**src/gsbm_pkg.sv**
```systemverilog
// Shared constants, mode codes and the command type of the sparse GF(2) block multiplier.
package gsbm_pkg;

	localparam int unsigned WINDOW_WORDS_DEF = 4096;
	localparam int unsigned IDX_W            = 12;
	localparam int unsigned DATA_W           = 64;
	localparam int unsigned MODE_W           = 3;

	localparam logic [MODE_W-1:0] MODE_WRITE_X = 3'd0;
	localparam logic [MODE_W-1:0] MODE_WRITE_B = 3'd1;
	localparam logic [MODE_W-1:0] MODE_SPARSE  = 3'd2;
	localparam logic [MODE_W-1:0] MODE_RUN     = 3'd3;
	localparam logic [MODE_W-1:0] MODE_READ    = 3'd4;

	// row and col hold window offsets already reduced; row_raw is the index as given
	typedef struct packed {
		logic [MODE_W-1:0] mode;
		logic [IDX_W-1:0]  row_raw;
		logic [IDX_W-1:0]  row;
		logic [IDX_W-1:0]  col;
		logic [DATA_W-1:0] data;
		logic              last;
	} cmd_t;

endpackage

```
**src/gsbm_front.sv**
```systemverilog
// Front end: accepts transactions, drops unused modes and folds indices into the window.
module gsbm_front import gsbm_pkg::*; #(
	parameter int unsigned WINDOW_WORDS = WINDOW_WORDS_DEF
) (
	input  logic              clk,
	input  logic              arst_n,
	input  logic              in_valid,
	output logic              in_ready,
	input  logic [MODE_W-1:0] mode,
	input  logic [IDX_W-1:0]  row_index,
	input  logic [IDX_W-1:0]  col_index,
	input  logic [DATA_W-1:0] data_word,
	input  logic              last,
	output logic              push_valid,
	input  logic              push_ready,
	output cmd_t              push_cmd
);

	localparam bit          REDUCE  = (WINDOW_WORDS < 4096);
	localparam int unsigned RECIP   = (32'd1 << 24) / WINDOW_WORDS;
	localparam logic [20:0] RECIP_C = 21'(RECIP);
	localparam logic [16:0] WIN_C   = 17'(WINDOW_WORDS);

	logic        full_q;
	cmd_t        item_q;
	logic [8:0]  rq_q;
	logic [8:0]  cq_q;
	logic [32:0] row_prod;
	logic [32:0] col_prod;
	logic        accept;
	logic        mode_ok;
	logic        done;

	// remainder from a quotient estimate that is exact or one short
	function automatic logic [IDX_W-1:0] reduce_idx(input logic [IDX_W-1:0] idx,
			input logic [8:0] q);
		logic [25:0]      qw;
		logic [IDX_W-1:0] r;
		qw = {17'b0, q} * {9'b0, WIN_C};
		r  = idx - qw[IDX_W-1:0];
		if ({5'b0, r} >= WIN_C) begin
			r = r - WIN_C[IDX_W-1:0];
		end
		if (!REDUCE) begin
			r = idx;
		end
		return r;
	endfunction

	assign row_prod = {21'b0, row_index} * {12'b0, RECIP_C};
	assign col_prod = {21'b0, col_index} * {12'b0, RECIP_C};

	assign mode_ok    = (item_q.mode <= MODE_READ);
	assign push_valid = full_q && mode_ok;
	assign done       = full_q && (!mode_ok || push_ready);
	assign in_ready   = !full_q || done;
	assign accept     = in_valid && in_ready;

	always_comb begin
		push_cmd     = item_q;
		push_cmd.row = reduce_idx(item_q.row_raw, rq_q);
		push_cmd.col = reduce_idx(item_q.col, cq_q);
	end

	always_ff @(posedge clk or negedge arst_n) begin
		if (!arst_n) begin
			full_q <= 1'b0;
		end else if (accept) begin
			full_q <= 1'b1;
		end else if (done) begin
			full_q <= 1'b0;
		end
	end

	always_ff @(posedge clk) begin
		if (accept) begin
			item_q.mode    <= mode;
			item_q.row_raw <= row_index;
			item_q.row     <= row_index;
			item_q.col     <= col_index;
			item_q.data    <= data_word;
			item_q.last    <= last;
			rq_q           <= row_prod[32:24];
			cq_q           <= col_prod[32:24];
		end
	end

endmodule

```
**config.mk**
```make
export PLATFORM = sky130hd
export DESIGN_NAME = gsbm_front
export DESIGN_NICKNAME = d
export VERILOG_FILES = /design/src/gsbm_pkg.sv /design/src/gsbm_front.sv
export SDC_FILE = /design/constraint.sdc
export NUM_CORES = 1
export LEC_CHECK = 0
export ABC_CLOCK_PERIOD_IN_PS = 7200
export BUFFER_PORTS_ARGS = -buffer_cell sky130_fd_sc_hd__buf_2
export CORE_UTILIZATION = 25
export CTS_CLUSTER_SIZE = 16
export DETAILED_ROUTE_END_ITERATION = 6
export PLACE_DENSITY = 0.55
export SLEW_MARGIN = 15
export SYNTH_ARGS = -nofsm -noshare
export SYNTH_HDL_FRONTEND = slang
export SYNTH_SLANG_ARGS = --single-unit
```
**constraint.sdc**
```tcl
create_clock -name clk -period 7.2 [get_ports clk]
set_input_delay 1.44 -clock clk [delete_from_list [all_inputs] [get_ports clk]]
set_output_delay 1.44 -clock clk [all_outputs]
set_load 0.01 [all_outputs]
```
# Word level (Yosys, flattened, before mapping)
# Index checks and enable logic that the tools add are counted.
[totals] register_bits=93 in_bits=96
[classes] n_reduce_logical=8 muxes=2 n_lt_le_gt_ge=1
[ops] op="less-or-equal comparator 3 bit (second input constant)" count=1
[ops] op="logical AND 1 bit" count=3
[ops] op="zero test 1 bit" count=2
[ops] op="logical OR 1 bit" count=2
[ops] op="2-to-1 mux 1 bit" count=2
[ops] op="nonzero test 2 bit" count=1

# Logic depth before layout (Yosys ltp)
[depth] word_depth=7 mapped_depth=2

# Worst setup path before layout
# OpenSTA, ideal clock, no wires.
[synth_path] kind="input to register" start="in push_ready" end="reg item_q (netlist bit push_cmd[0]), enable pin" setup_slack_ns=-1.626 cell_stages=2 required_ns=6.516 arrival_ns=8.142 path_cell_list="nor2b_4 a21boi_0"
[synth_via] elab_chain_cells=4
[synth_rtl] item="start: declaration" line="gsbm_front.sv:15" rtl="input logic push_ready,"
[synth_rtl] item="logical OR 1 bit" line="gsbm_front.sv:55" rtl="assign done = full_q && (!mode_ok || push_ready);"
[synth_rtl] item="logical AND 1 bit" line="gsbm_front.sv:55"
[synth_rtl] item="logical OR 1 bit" line="gsbm_front.sv:56" rtl="assign in_ready = !full_q || done;"
[synth_rtl] item="logical AND 1 bit" line="gsbm_front.sv:57" rtl="assign accept = in_valid && in_ready;"
[synth_rtl] item="via accept" line="gsbm_front.sv:30" rtl="logic accept;"
[synth_rtl] item="end: declaration" line="gsbm_front.sv:25" rtl="cmd_t item_q;"
# The timed path passes the listed nets, and every way through them passes these cells.
# A chain may end at the register's enable or synchronous reset.

# Final worst setup path
[layout_path] start="in push_ready" end="out in_ready"
[layout_via] elab_chain_cells=3
[layout_rtl] item="logical OR 1 bit" line="gsbm_front.sv:55"
[layout_rtl] item="logical AND 1 bit" line="gsbm_front.sv:55"
[layout_rtl] item="logical OR 1 bit" line="gsbm_front.sv:56"
[layout_rtl] item="end: declaration" line="gsbm_front.sv:8" rtl="output logic in_ready,"
# No other way between the ends.

==> impl_metrics.ini <==
[status]
status = finished, final reports clean

[global_routing]
grt_first_pass_wirelength_um = 8860
antenna_found_initial = 1
grt_max_degree = 93
grt_pass1_vias = 1731
grt_use_total = 0.104
grt_overflow = 0

[run]
cap_violations = 0

[timing]
fmax_ghz = 0.299
slew_headroom = 0.745
finalMaxSlewViolations = 0
setup_tns_ps = 0
finClkSkew_ps = 7.21
setup_viol = 0
rsz0062_at_grt = no
worstMarginPinSlew_ps = 383
hold_viol = 0
min_period_ps = 3350
worst_slack_ps = 3850
period_share = 0.465
holdWs_ps = 681

[route]
drt_iter0_drc = 46
routed_via_density = 3.89
vias = 1795
drt-total-wl_um = 6680
ant_nets = 0
dr.pass1.iters = 3
wl_per_cell_um = 14.5
drc = 0

[critical_path]
crit_fanout = 3
worstPathArrival_ps = 1910
worstSetupStartpointType = primary input
cp.required_ps = 5760
endpoint_kind = primary output
critical_path_class = in -> out

[clock_tree]
post_cts_buffers = 0
htree_levels = 3
tritoncts = built
ctsHoldBuffers = 0
clock_latency_ps = 330
numCtsBuffers = 9
cts_root_buffer = clkbuf_16
clk_path_buf_depth = 2
path_clk_slew_ps = 70
post_cts_resized = 0
cts.sinks = 93

[placed_design]
io_buffers = 201
dpl.hpwl_um = 4960
post-place-ws_ps = 3850
place_inst = 444
gp_congestion = 0.712
dpl_cell_area_mm2 = 0.00404

[yosys]
synth_cell_types = 9
synth_top_area_share = 0.944
synth.most_common_cell = edfxtp_1
yosysSeqAreaShare = 0.953
synth_fa_ha_area_frac = 0
synth-compound-area-share = 0.00855
yosys.area.top_type = edfxtp_1
ys_top_cells_by_area = edfxtp_1 (94%), buf_4 (3.1%), dfrtp_1 (0.86%)
synthMuxAreaShare = 0
synth_top_family_by_area = buffers and inverters
synthTopCellsByCount = edfxtp_1 (92), buf_4 (12)
async_flop_share = 0.0108
yosys.area_share.simple = 0.00812
syn_avg_cell_area_um2 = 26.4
synth.net_count = 207
yosysWarnings = 0
syn_inst = 111
synth_ff_type = edfxtp_1
synth.ff_latch_count = 93
synth_xor_area_frac = 0
synth_edf_count = 92
netlist_area_mm2 = 0.00293

[floorplan]
chipHeight_um = 110
row_count = 39
start_util = 0.256
io_pins = 202
die_area_mm2 = 0.0121
die_w_um = 110
core_mm2 = 0.0114

[worst_hold_path]
hold_path.class = reg -> reg

[layout]
diodes = 0
fillers = 1103
fin_cells = 461
drive_gt1_frac = 0.701
stdcell_area_mm2 = 0.00437
area_growth_pct = 49.2
nets = 409

[pwr]
intPower_w = 0.000950
peakVddDrop_v = 0.000107
switchingPower_w = 0.000262
seqPwrFrac = 0.532
power_density_mw_per_mm2 = 278
clkPwrFrac = 0.386
power_frac_comb = 0.082
swShare = 0.216
leakagePower_nw = 1.88
## cell type report
cell class	count	area (um2)	area share
clock inverter	7	72.6	0.0166
multi-input combinational	6	60.1	0.0138
timing repair buffer	203	1040	0.238
sequential	93	2790	0.639
tap	143	179	0.0410
clock buffer	9	225	0.0516
## sequential cells by signal (all words and copies together) (netlist names)
| name | count |
|---|---|
| full_q | 1 |
| push_cmd | 92 |
## layer usage
layer	GRT usage	up-vias	wire [um]
li1	-	827	-
met1	0.124	854	2710
met2	0.160	102	3290
met3	0.0400	10	558
met4	0.0564	2	99
met5	0	-	17
## worst paths after layout
kind | startpoint | to | slack (ps) | depth (start not counted)
worst max-delay path | push_ready | in_ready | 3850 | 4
worst max register to register | full_q | push_cmd[42] | 5450 | 4
min in group asynchronous | arst_n | full_q | 880 | 1
max in group asynchronous | arst_n | full_q | 6230 | 1
worst min-delay path | push_cmd[103] | full_q | 680 | 2
worst min register to register | push_cmd[103] | full_q | 680 | 2
## placed cells by master, fill, tap and decap left out
cell	n
buf_2	201
dfrtp_1	1
clkinvlp_4	2
o21ai_2	1
edfxtp_1	92
buf_4	1
a21boi_4	1
clkinv_2	2
bufinv_16	1
buf_16	1
nand2_1	1
inv_6	2
a21o_2	1
and2_1	1
nor2b_4	1
clkbuf_16	9
## logic make-up (layout without fill, tap and decap cells)
| group | Yosys count | after routing |
|---|---|---|
| AOI/OAI and AO/OA | 3 | 3 |
| buffers and inverters | 12 | 219 |
| DFF | 93 | 93 |
| and+or+nand+nor | 3 | 3 |
## worst max-delay path, cell delays in order
cell	delay, ps
buf_2	110
nor2b_4	150
nand2_1	60
buf_2	140
## per-stage QoR
stage	util	power [W]
after CTS	0.380	0.00123
after detailed placement	0.354	0.000757
after floorplan	-	0.000699
after global routing	0.382	0.00126
after global placement	0.354	0.000754
final	0.382	0.00121
## power groups by stage
stage	clock (W)	sequential (W)	combinational (W)
3_5_place_dp	0	0.000658	0.0000991
2_1_floorplan	0	0.000679	0.0000204
3_3_place_gp	0	0.000656	0.0000979
4_1_cts	0.000488	0.000646	0.0000990
6_report	0.000468	0.000644	0.0000999
5_1_grt	0.000506	0.000648	0.000110
No activity file was read; power rests on OpenSTA's default activity.
