**src/gsbm_pkg.sv**
```systemverilog
// Shared constants, mode codes and the command type of the sparse GF(2) block multiplier.
package gsbm_pkg;

	localparam int unsigned WINDOW_WORDS_DEF = 4096;
	localparam int unsigned IDX_W            = 12;
	localparam int unsigned DATA_W           = 64;
	localparam int unsigned MODE_W           = 3;

	localparam logic [MODE_W-1:0] MODE_WRITE_X = 3'd0;
	localparam logic [MODE_W-1:0] MODE_WRITE_B = 3'd1;
	localparam logic [MODE_W-1:0] MODE_SPARSE  = 3'd2;
	localparam logic [MODE_W-1:0] MODE_RUN     = 3'd3;
	localparam logic [MODE_W-1:0] MODE_READ    = 3'd4;

	// row and col hold window offsets already reduced; row_raw is the index as given
	typedef struct packed {
		logic [MODE_W-1:0] mode;
		logic [IDX_W-1:0]  row_raw;
		logic [IDX_W-1:0]  row;
		logic [IDX_W-1:0]  col;
		logic [DATA_W-1:0] data;
		logic              last;
	} cmd_t;

endpackage

```
**src/gsbm_queue.sv**
```systemverilog
// Two-entry command queue between the front end and the execution back end.
module gsbm_queue import gsbm_pkg::*; (
	input  logic clk,
	input  logic arst_n,
	input  logic push_valid,
	output logic push_ready,
	input  cmd_t push_cmd,
	output logic pop_valid,
	input  logic pop_ready,
	output cmd_t pop_cmd
);

	cmd_t       slot_q [2];
	logic       wr_ptr_q;
	logic       rd_ptr_q;
	logic [1:0] count_q;
	logic       push;
	logic       pop;

	assign push_ready = (count_q != 2'd2);
	assign pop_valid  = (count_q != 2'd0);
	assign pop_cmd    = slot_q[rd_ptr_q];
	assign push       = push_valid && push_ready;
	assign pop        = pop_valid && pop_ready;

	always_ff @(posedge clk or negedge arst_n) begin
		if (!arst_n) begin
			wr_ptr_q <= 1'b0;
			rd_ptr_q <= 1'b0;
			count_q  <= 2'd0;
		end else begin
			if (push) begin
				wr_ptr_q <= !wr_ptr_q;
			end
			if (pop) begin
				rd_ptr_q <= !rd_ptr_q;
			end
			count_q <= count_q + {1'b0, push} - {1'b0, pop};
		end
	end

	always_ff @(posedge clk) begin
		if (push) begin
			slot_q[wr_ptr_q] <= push_cmd;
		end
	end

endmodule

```
**config.mk**
```make
export PLATFORM = sky130hd
export DESIGN_NAME = gsbm_queue
export DESIGN_NICKNAME = d
export VERILOG_FILES = /design/src/gsbm_pkg.sv /design/src/gsbm_queue.sv
export SDC_FILE = /design/constraint.sdc
export NUM_CORES = 1
export LEC_CHECK = 0
export ABC_CLOCK_PERIOD_IN_PS = 6760
export BUFFER_PORTS_ARGS = -buffer_cell sky130_fd_sc_hd__buf_2
export CORE_ASPECT_RATIO = 1.4
export CORE_UTILIZATION = 50
export DETAILED_ROUTE_END_ITERATION = 7
export GPL_TIMING_DRIVEN = 0
export PLACE_DENSITY = 0.76
export SLEW_MARGIN = 20
export SYNTH_ARGS = -nofsm -noshare
export SYNTH_HDL_FRONTEND = slang
export SYNTH_SLANG_ARGS = --single-unit
```
**constraint.sdc**
```tcl
create_clock -name clk -period 6.76 [get_ports clk]
set_clock_uncertainty 0.15 [all_clocks]
set_input_delay 0.338 -clock clk [delete_from_list [all_inputs] [get_ports clk]]
set_output_delay 0.338 -clock clk [all_outputs]
set_load 0.01 [all_outputs]
```
# After elaboration in Yosys (flattened, before gate mapping)
# Memories as Yosys holds them, arrays and structs flattened.
# Index checks and enable logic that the tools add are counted.
dict set report op_classes {
  n_addsub 2
  n_eq_ne 1
  muxes 2
  n_reduce_logical 5
}
# cell count
set ops {}
lappend ops {{adder 2 x 1 -> 2 bit} 1}
lappend ops {{logical AND 1 bit} 2}
lappend ops {{logical NOT 1 bit} 2}
lappend ops {{two-way mux 1 bit} 2}
lappend ops {{inequality test 2 bit (second input constant)} 1}
lappend ops {{nonzero test 2 bit} 1}
lappend ops {{subtractor 2 x 1 -> 2 bit} 1}
dict set report word_totals {
  ff_bits 4
  ram_bits 208
  in_bits 108
  output_inout_bits 106
  wordCells 14
  mem_count 1
}
# name words word_bits read_ports rd_ports_with_merged_regs write_ports line
set mem_list {}
lappend mem_list {slot_q 2 104 1 0 1 gsbm_queue.sv:13} ;# cmd_t slot_q [2];

# Depth between registers and ports, before layout
# Gate-level depths: netlist of run 1.
dict set report logic_depth {
  depth_word 4
  ltp_mapped 5
  depth_no_buf 5
}

# Worst setup path after synthesis of run 1
# OpenSTA, ideal clock, no wires.
dict set report synth_path {
  path_kind {reg-to-reg}
  from {register count_q[0]}
  to {memory slot_q[0][0] (netlist name), enable pin}
  setup_ns 0.568
  t_arrival_ns 5.021
  setup_slack_ns 1.022
  path_stages_with_launch 4
  path_buffers 0
  cell_sequence {dfrtp_1 > nand2b_1 > nand2_1 > nor2_1}
}
dict set report synth_between {
  elab_chain_cells 4
}
# element line
set synth_lines {}
lappend synth_lines {{start: declaration} gsbm_queue.sv:16} ;# logic [1:0] count_q;
lappend synth_lines {{start signal: assignment} gsbm_queue.sv:38} ;# count_q <= count_q + {1'b0, push} - {1'b0, pop};
lappend synth_lines {{inequality test 2 bit} gsbm_queue.sv:20} ;# assign push_ready = (count_q != 2'd2);
lappend synth_lines {{named net push_ready} gsbm_queue.sv:6} ;# output logic push_ready,
lappend synth_lines {{logical AND 1 bit} gsbm_queue.sv:23} ;# assign push = push_valid && push_ready;
lappend synth_lines {{two-way mux 1 bit} gsbm_queue.sv:43} ;# if (push) begin
lappend synth_lines {{two-way mux 1 bit (not written as such)} gsbm_queue.sv:44} ;# slot_q[wr_ptr_q] <= push_cmd;
lappend synth_lines {{end: declaration} gsbm_queue.sv:13}
# The timed path passes the listed nets, and every way through them passes these cells.

# Worst setup path in the final report of run 1
dict set report layout_path {
  from {register count_q[0]}
  to {memory slot_q[0][2] (netlist name), enable pin}
}
dict set report layout_between {
  elab_chain_cells 4
}
# element line
set layout_lines {}
lappend layout_lines {{inequality test 2 bit} gsbm_queue.sv:20}
lappend layout_lines {{logical AND 1 bit} gsbm_queue.sv:23}
lappend layout_lines {{two-way mux 1 bit} gsbm_queue.sv:43}
lappend layout_lines {{two-way mux 1 bit (not written as such)} gsbm_queue.sv:44}
# Every way passes these cells.

==> out/qor.txt, run 1 <==
Max Fclk - 0.439 GHz
Logic gate share of total power - 33.5%
# DRC - 0
N_diodes - 0
TritonCTS clock tree - yes
Syn avg cell area - 23.1 sq um
Max-slew violation count - 0
Worst-margin pin slew - 745 ps
Power density cells - 406 mW/mm^2
Num rows - 54
Leak - 0.00439 uW
Layout cells sized above 1 - 52.1%
Initial Util - 51.1%
Drt wl/cell - 18.3 um
Share of the synthesized area in the top cell type - 78.3%
Number of buffers inserted by port buffering - 213
# IOs - 214
Antenna-violating nets left - 0
Cell internal power dissipation - 3250 uW
Status - completed
WP buf/inv - 2
Vias in the first global route - 4724
Core Area - 0.0156 sq mm
Die Wd - 109 um
Crit path max-delay family - simple AND/OR/NAND/NOR gates
Largest net degree at the start of global routing - 55
Clk buf depth - 3
R2R Path End - slot_q[0][2]
WP data arrival - 2310 ps
Vias - 4395
Max-capacitance violation count - 0
Non-filler cells, final - 897
Number of distinct library cells after synthesis - 21
Startpoint types - register
Syn nets - 455
Final min period - 2280 ps
Part of the power in registers - 41.5%
DP Worst Slack - 4520 ps
Critical path class - register to register
Die Ht - 151 um
CP max stage delay - 580 ps
Post-Syn Instances - 346
Fin crit share - 33.7%
Cells along the critical path - nand2b_1, nand2_1, nor2_4, buf_12, buf_16
Sw Pwr - 1270 uW
Most common cell after layout, fill and taps aside - buf_2
Clk sinks - 212
Initial antenna violation count - 0
Total wire length - 16.4 mm
Unrepaired setup endpoints after global routing - no
Slowest library cell on the worst path - nor2_4
First-pass GRT wire length - 24.1 mm
Seq/Total Area, Yosys - 79.5%
Hold WC Path Type - input pin to asynchronous set/reset pin
Final Hold Vio Count - 0
Final nets - 801
Total Die Area - 0.0165 sq mm
Vias per inst - 4.90
GPL Wtd Cong - 0.682
Register-to-Register Setup Slack - 4480 ps
Worst setup margin - 4480 ps
Max H-tree Level - 1
Final Setup Violations - 0
Remaining Overflow, GRT - 0
Sw frac - 28.0%
Detailed placement HPWL - 9.74 mm
Area Overhead vs Synth - 39.6%
Clk network pwr share - 24.9%
Root Driver - clkbuf_16
Clk pin slew, worst setup/hold paths - 70 ps
CTS Buf Count - 20
Cell area after synthesis - 0.00798 sq mm
Worst skew pair latency - 490 ps
Worst Path Required - 6800 ps
Register bit count reported by yosys - 212
First DRT Iteration DRCs - 125
CP Capture Type - register
Yosys warnings - 0
GRT Total Usage - 19.6%
Most frequent cells in the layout - buf_2 (218), edfxtp_1 (208), dlygate4sd3_1 (106), mux2_2 (54), mux2_4 (50)
Relative slew slack - 50.4%
Placed cell count - 760
DR pass1 iterations - 4
IR drop worst, VDD - 314 uV
Worst r2r src - count_q[0]
Top post-synthesis cells by area - edfxtp_1 (78%), mux2_4 (9.4%), mux2_2 (7.6%), buf_12 (1.3%), dfrtp_1 (1.3%)
R2r worst-path depth - 5
Crit-path max FO - 26
# fillers - 939
Most area-hungry cell type in the Yosys netlist - edfxtp_1
[registers in the layout, indices dropped and copies added, names as in the netlist]
register,count
count_q,2
rd_ptr_q,1
slot_q,208
wr_ptr_q,1
[what timing repair did]
item,CTS,global route
gates resized for setup,0,0
hold buffers,106,0
endpoints found under the hold margin,213,0
setup buffers,0,0
[routing by layer]
metal  GRT usage, %  up-vias  part of all wire (%)
met5              0        -                     0
met1           21.6     2137                    36
li1               -     2069                     -
met3           3.59       37                   5.0
met4           8.24        0                   3.2
met2           36.5      152                    56
[layout make-up]
type / count / area (sq um) / area share [%]
clock inverters: 8 / 111 / 1.00
flip-flops and latches: 212 / 6350 / 57.0
well taps: 196 / 245 / 2.20
plain buffers: 12 / 151 / 1.36
multi-input cells: 122 / 1490 / 13.4
clock buffers: 23 / 543 / 4.87
repair buffers: 324 / 2250 / 20.2
[through the flow]
stage | TNS [ps] | util, % | area, sq um | power (uW) | hold WS [ps]
5_1_grt | 0 | 71.4 | 11100 | 4720 | 28.3
4_1_cts | 0 | 71.4 | 11100 | 4540 | 18.5
3_3_place_gp | -109290 | 59.5 | 9290 | 3330 | -1.95
2_1_floorplan | 0 | - | 7980 | 2870 | -108
3_5_place_dp | 0 | 60.4 | 9420 | 3370 | 3.17
6_report | 0 | 71.4 | 11100 | 4520 | 44.0
[Yosys cell counts]
library cell,number
mux2_4,50
buf_6,1
o21ai_0,1
nand2_1,2
nor2b_1,1
xnor2_1,3
ha_1,1
nor4bb_1,1
nand3_1,1
a311oi_1,1
o21ba_2,1
mux2_2,54
buf_2,5
or2_2,1
buf_8,1
dfrtp_1,4
buf_12,5
nor2_1,3
edfxtp_1,208
nand2b_1,1
and3_1,1
[power groups by stage]
stage               Sequential [uW]  Clock (uW)  Combinational [uW]
finish                         1880        1130                1520
detailed placement             1900           0                1470
CTS                            1870        1150                1520
global route                   1900        1200                1620
floorplan                      1910           0                 951
global placement               1950           0                1380
[kinds of logic after synthesis]
logic type      synth area share [%]
compound gates                 0.298
xor+xnor                       0.329
fa+ha+maj                      0.157
buf+inv                         1.90
flops                           79.5
mux                             17.0
simple gates                   0.737
[worst max path at each step]
stage	slack (ps)	end	startpoint	cells after the start
after floorplan	1020	slot_q[0][0]	count_q[0]	3
after global placement	-1060	slot_q[0][45]	count_q[0]	3
after detailed placement	4520	slot_q[0][2]	count_q[0]	5
after CTS	4470	pop_cmd[67]	rd_ptr_q	5
after global routing	4350	slot_q[0][49]	count_q[0]	5
final	4480	slot_q[0][2]	count_q[0]	5
No activity file was read; power rests on OpenSTA's default activity.
==> run 2: changes to the inputs <==
--- a/config.mk
+++ b/config.mk
@@ -5,7 +5,7 @@
 export SDC_FILE = /design/constraint.sdc
 export NUM_CORES = 1
 export LEC_CHECK = 0
-export ABC_CLOCK_PERIOD_IN_PS = 6760
+export ABC_CLOCK_PERIOD_IN_PS = 2100
 export BUFFER_PORTS_ARGS = -buffer_cell sky130_fd_sc_hd__buf_2
 export CORE_ASPECT_RATIO = 1.4
 export CORE_UTILIZATION = 50
==> constraint.sdc (replaced) <==
create_clock -name clk -period 2.1 [get_ports clk]
set_clock_uncertainty 0.15 [all_clocks]
set_input_delay 0.105 -clock clk [delete_from_list [all_inputs] [get_ports clk]]
set_output_delay 0.105 -clock clk [all_outputs]
set_load 0.01 [all_outputs]
==> out/qor.txt, run 2 (same netlist as run 1, synthesis figures left out) <==
First-pass GRT wire length - 24.4 mm (was 24.1 mm)
Worst Path Required - 1850 ps (was 6800 ps)
Slowest library cell on the worst path - dfrtp_1 (was nor2_4)
Largest net degree at the start of global routing - 57 (was 55)
Final nets - 804 (was 801)
Relative slew slack - 59.5% (was 50.4%)
Worst hold path depth - 2
Die Wd - 109 um (unchanged)
Max-slew violation count - 0 (unchanged)
Area occupied by multi-input gates - 0.00152 sq mm (was 0.00149 sq mm)
# fillers - 951 (was 939)
Worst skew pair latency - 480 ps (was 490 ps)
Root Driver - clkbuf_16 (unchanged)
Layout cells sized above 1 - 52.1% (about the same)
Area Overhead vs Synth - 39.5% (was 39.6%)
Placed cell count - 760 (unchanged)
Vias - 4540 (was 4395)
Initial antenna violation count - 0 (unchanged)
Unrepaired setup endpoints after global routing - no (unchanged)
# IOs - 214 (unchanged)
Drt wl/cell - 18.4 um (was 18.3 um)
N_diodes - 0 (unchanged)
CP max stage delay - 330 ps (was 580 ps)
CTS Buf Count - 20 (unchanged)
Final Setup Violations - 0 (unchanged)
Startpoint types - register (unchanged)
Initial Util - 51.1% (unchanged)
IR drop worst, VDD - 970 uV (was 314 uV)
Biggest regs - slot_q: 208 flops, count_q: 2 flops (unchanged)
GPL Wtd Cong - 0.684 (was 0.682)
Register-to-Register Setup Slack - 150 ps (was 4480 ps)
CP Capture Type - output port (was register)
R2r worst-path depth - 3 (was 5)
First DRT Iteration DRCs - 128 (was 125)
Post-CTS setup buffers - 0 (unchanged)
Max Fclk - 0.496 GHz
Worst-margin pin slew - 607 ps (was 745 ps)
# DRC - 0 (unchanged)
DR pass1 iterations - 5 (was 4)
Clk buf depth - 3 (unchanged)
Worst r2r src - count_q[0] (unchanged)
Most common cell after layout, fill and taps aside - buf_2 (unchanged)
Vias in the first global route - 4881 (was 4724)
Status - completed (unchanged)
Total Die Area - 0.0165 sq mm (unchanged)
Non-filler cells, final - 902 (was 897)
Number of buffers inserted by port buffering - 213 (unchanged)
Num rows - 54 (unchanged)
Detailed placement HPWL - 9.69 mm (was 9.74 mm)
Most frequent cells in the layout - buf_2 (218), edfxtp_1 (208), dlygate4sd3_1 (108), mux2_2 (54), mux2_4 (50) (was buf_2 (218), edfxtp_1 (208), dlygate4sd3_1 (106), mux2_2 (54), mux2_4 (50))
Total wire length - 16.6 mm (was 16.4 mm)
Hold WC Path Type - input pin to register (was input pin to asynchronous set/reset pin)
Max reg flops - 208 (unchanged)
Sequential Area - 0.00635 sq mm (unchanged)
Final min period - 2020 ps
Cells along the critical path - buf_6, buf_8, buf_12, mux2_4, buf_2 (was nand2b_1, nand2_1, nor2_4, buf_12, buf_16)
Crit-path max FO - 10 (was 26)
Fin crit share - 96.1%
Remaining Overflow, GRT - 0 (unchanged)
R2R Path End - slot_q[1][89] (was slot_q[0][2])
TritonCTS clock tree - yes (unchanged)
Setup crit start - rd_ptr_q (was count_q[0])
Hold Path End - slot_q[0][97]
Max H-tree Level - 1 (unchanged)
Power density cells - 1290 mW/mm^2 (was 406 mW/mm^2)
Largest Register - slot_q (unchanged)
WP data arrival - 1760 ps (was 2310 ps)
Die Ht - 151 um (unchanged)
Hold path startpoint - push_cmd[97]
Vias per inst - 5.03 (was 4.90)
GRT Total Usage - 19.8% (was 19.6%)
Leak - 0.00438 uW (was 0.00439 uW)
Final Hold Vio Count - 0 (unchanged)
Critical path class - register to output port (was register to register)
Clk sinks - 212 (unchanged)
Max-capacitance violation count - 0 (unchanged)
Clk pin slew, worst setup/hold paths - 60 ps (was 70 ps)
Worst hold-check slack - 198 ps (was 44.0 ps)
Core Area - 0.0156 sq mm (unchanged)
Antenna-violating nets left - 0 (unchanged)
run 2: changes by cell type in the layout (fill, tap and decap cells not counted), sizes merged, moves of 2 or more:
cell,delta
dlygate4sd3,+2
clkbuf,+4
bufinv,-2
clkinv,-2
run 2: how the worst max path moves through the flow:
| stage | endpoint | slack, ps | depth (start not counted) |
|---|---|---|---|
| 2_1_floorplan | slot_q[0][0] | -640 | 3 |
| 3_3_place_gp | slot_q[0][89] | -1320 | 3 |
| 3_5_place_dp | slot_q[1][88] | -80 | 3 |
| 4_1_cts | pop_cmd[59] | 50 | 5 |
| 5_1_grt | pop_cmd[75] | 8 | 5 |
| 6_report | pop_cmd[75] | 80 | 5 |
run 2: stage by stage:
step | worst slack [ps] | power, uW | utilization, % | cell area (sq um) | setup TNS, ps
final | 82.0 | 14400 | 71.3 | 11100 | 0
after global routing | 7.73 | 15000 | 71.3 | 11100 | 0
after CTS | 46.9 | 14400 | 71.3 | 11100 | 0
after detailed placement | -83.9 | 10900 | 60.4 | 9430 | -4580
after global placement | -1320 | 10600 | 59.7 | 9310 | -234600
after floorplan | -639 | 9160 | - | 8000 | -107050
run 2: worst max-delay path, delay by kind of cell, from the launching register on:
| kind | cells | cell delay (ps) |
|---|---|---|
| buffers and inverters | 4 | 610 |
| flip-flops | 1 | 330 |
| multiplexers | 1 | 310 |
run 2: cell type report:
| type | count | share of cell area (%) |
|---|---|---|
| plain buffers | 12 | 1.36 |
| clock buffers | 27 | 4.92 |
| well taps | 196 | 2.20 |
| repair buffers | 326 | 20.3 |
| multi-input cells | 123 | 13.6 |
| clock inverters | 6 | 0.573 |
| flip-flops and latches | 212 | 57.0 |
run 2: routing by layer:
metal | GRT usage [%] | vias to the layer above | part of all wire, %
met2 | 37.8 | 168 | 56
met1 | 21.0 | 2245 | 36
met5 | 0 | - | 0
met3 | 4.02 | 44 | 5.5
met4 | 7.36 | 0 | 2.8
li1 | - | 2083 | -
run 2: report_power, final:
part           internal (uW)  switching [uW]  leakage, uW
Combinational           2510            2380      0.00210
Sequential              5780             279      0.00198
Clock                   1960            1450     0.000298
Total                  10200            4110      0.00438
run 2: repair_timing:
action,in CTS,in global routing
hold buffers,108,0
resized for setup,0,0
endpoints found under the hold margin,222,0
endpoints found under the setup margin,56,0
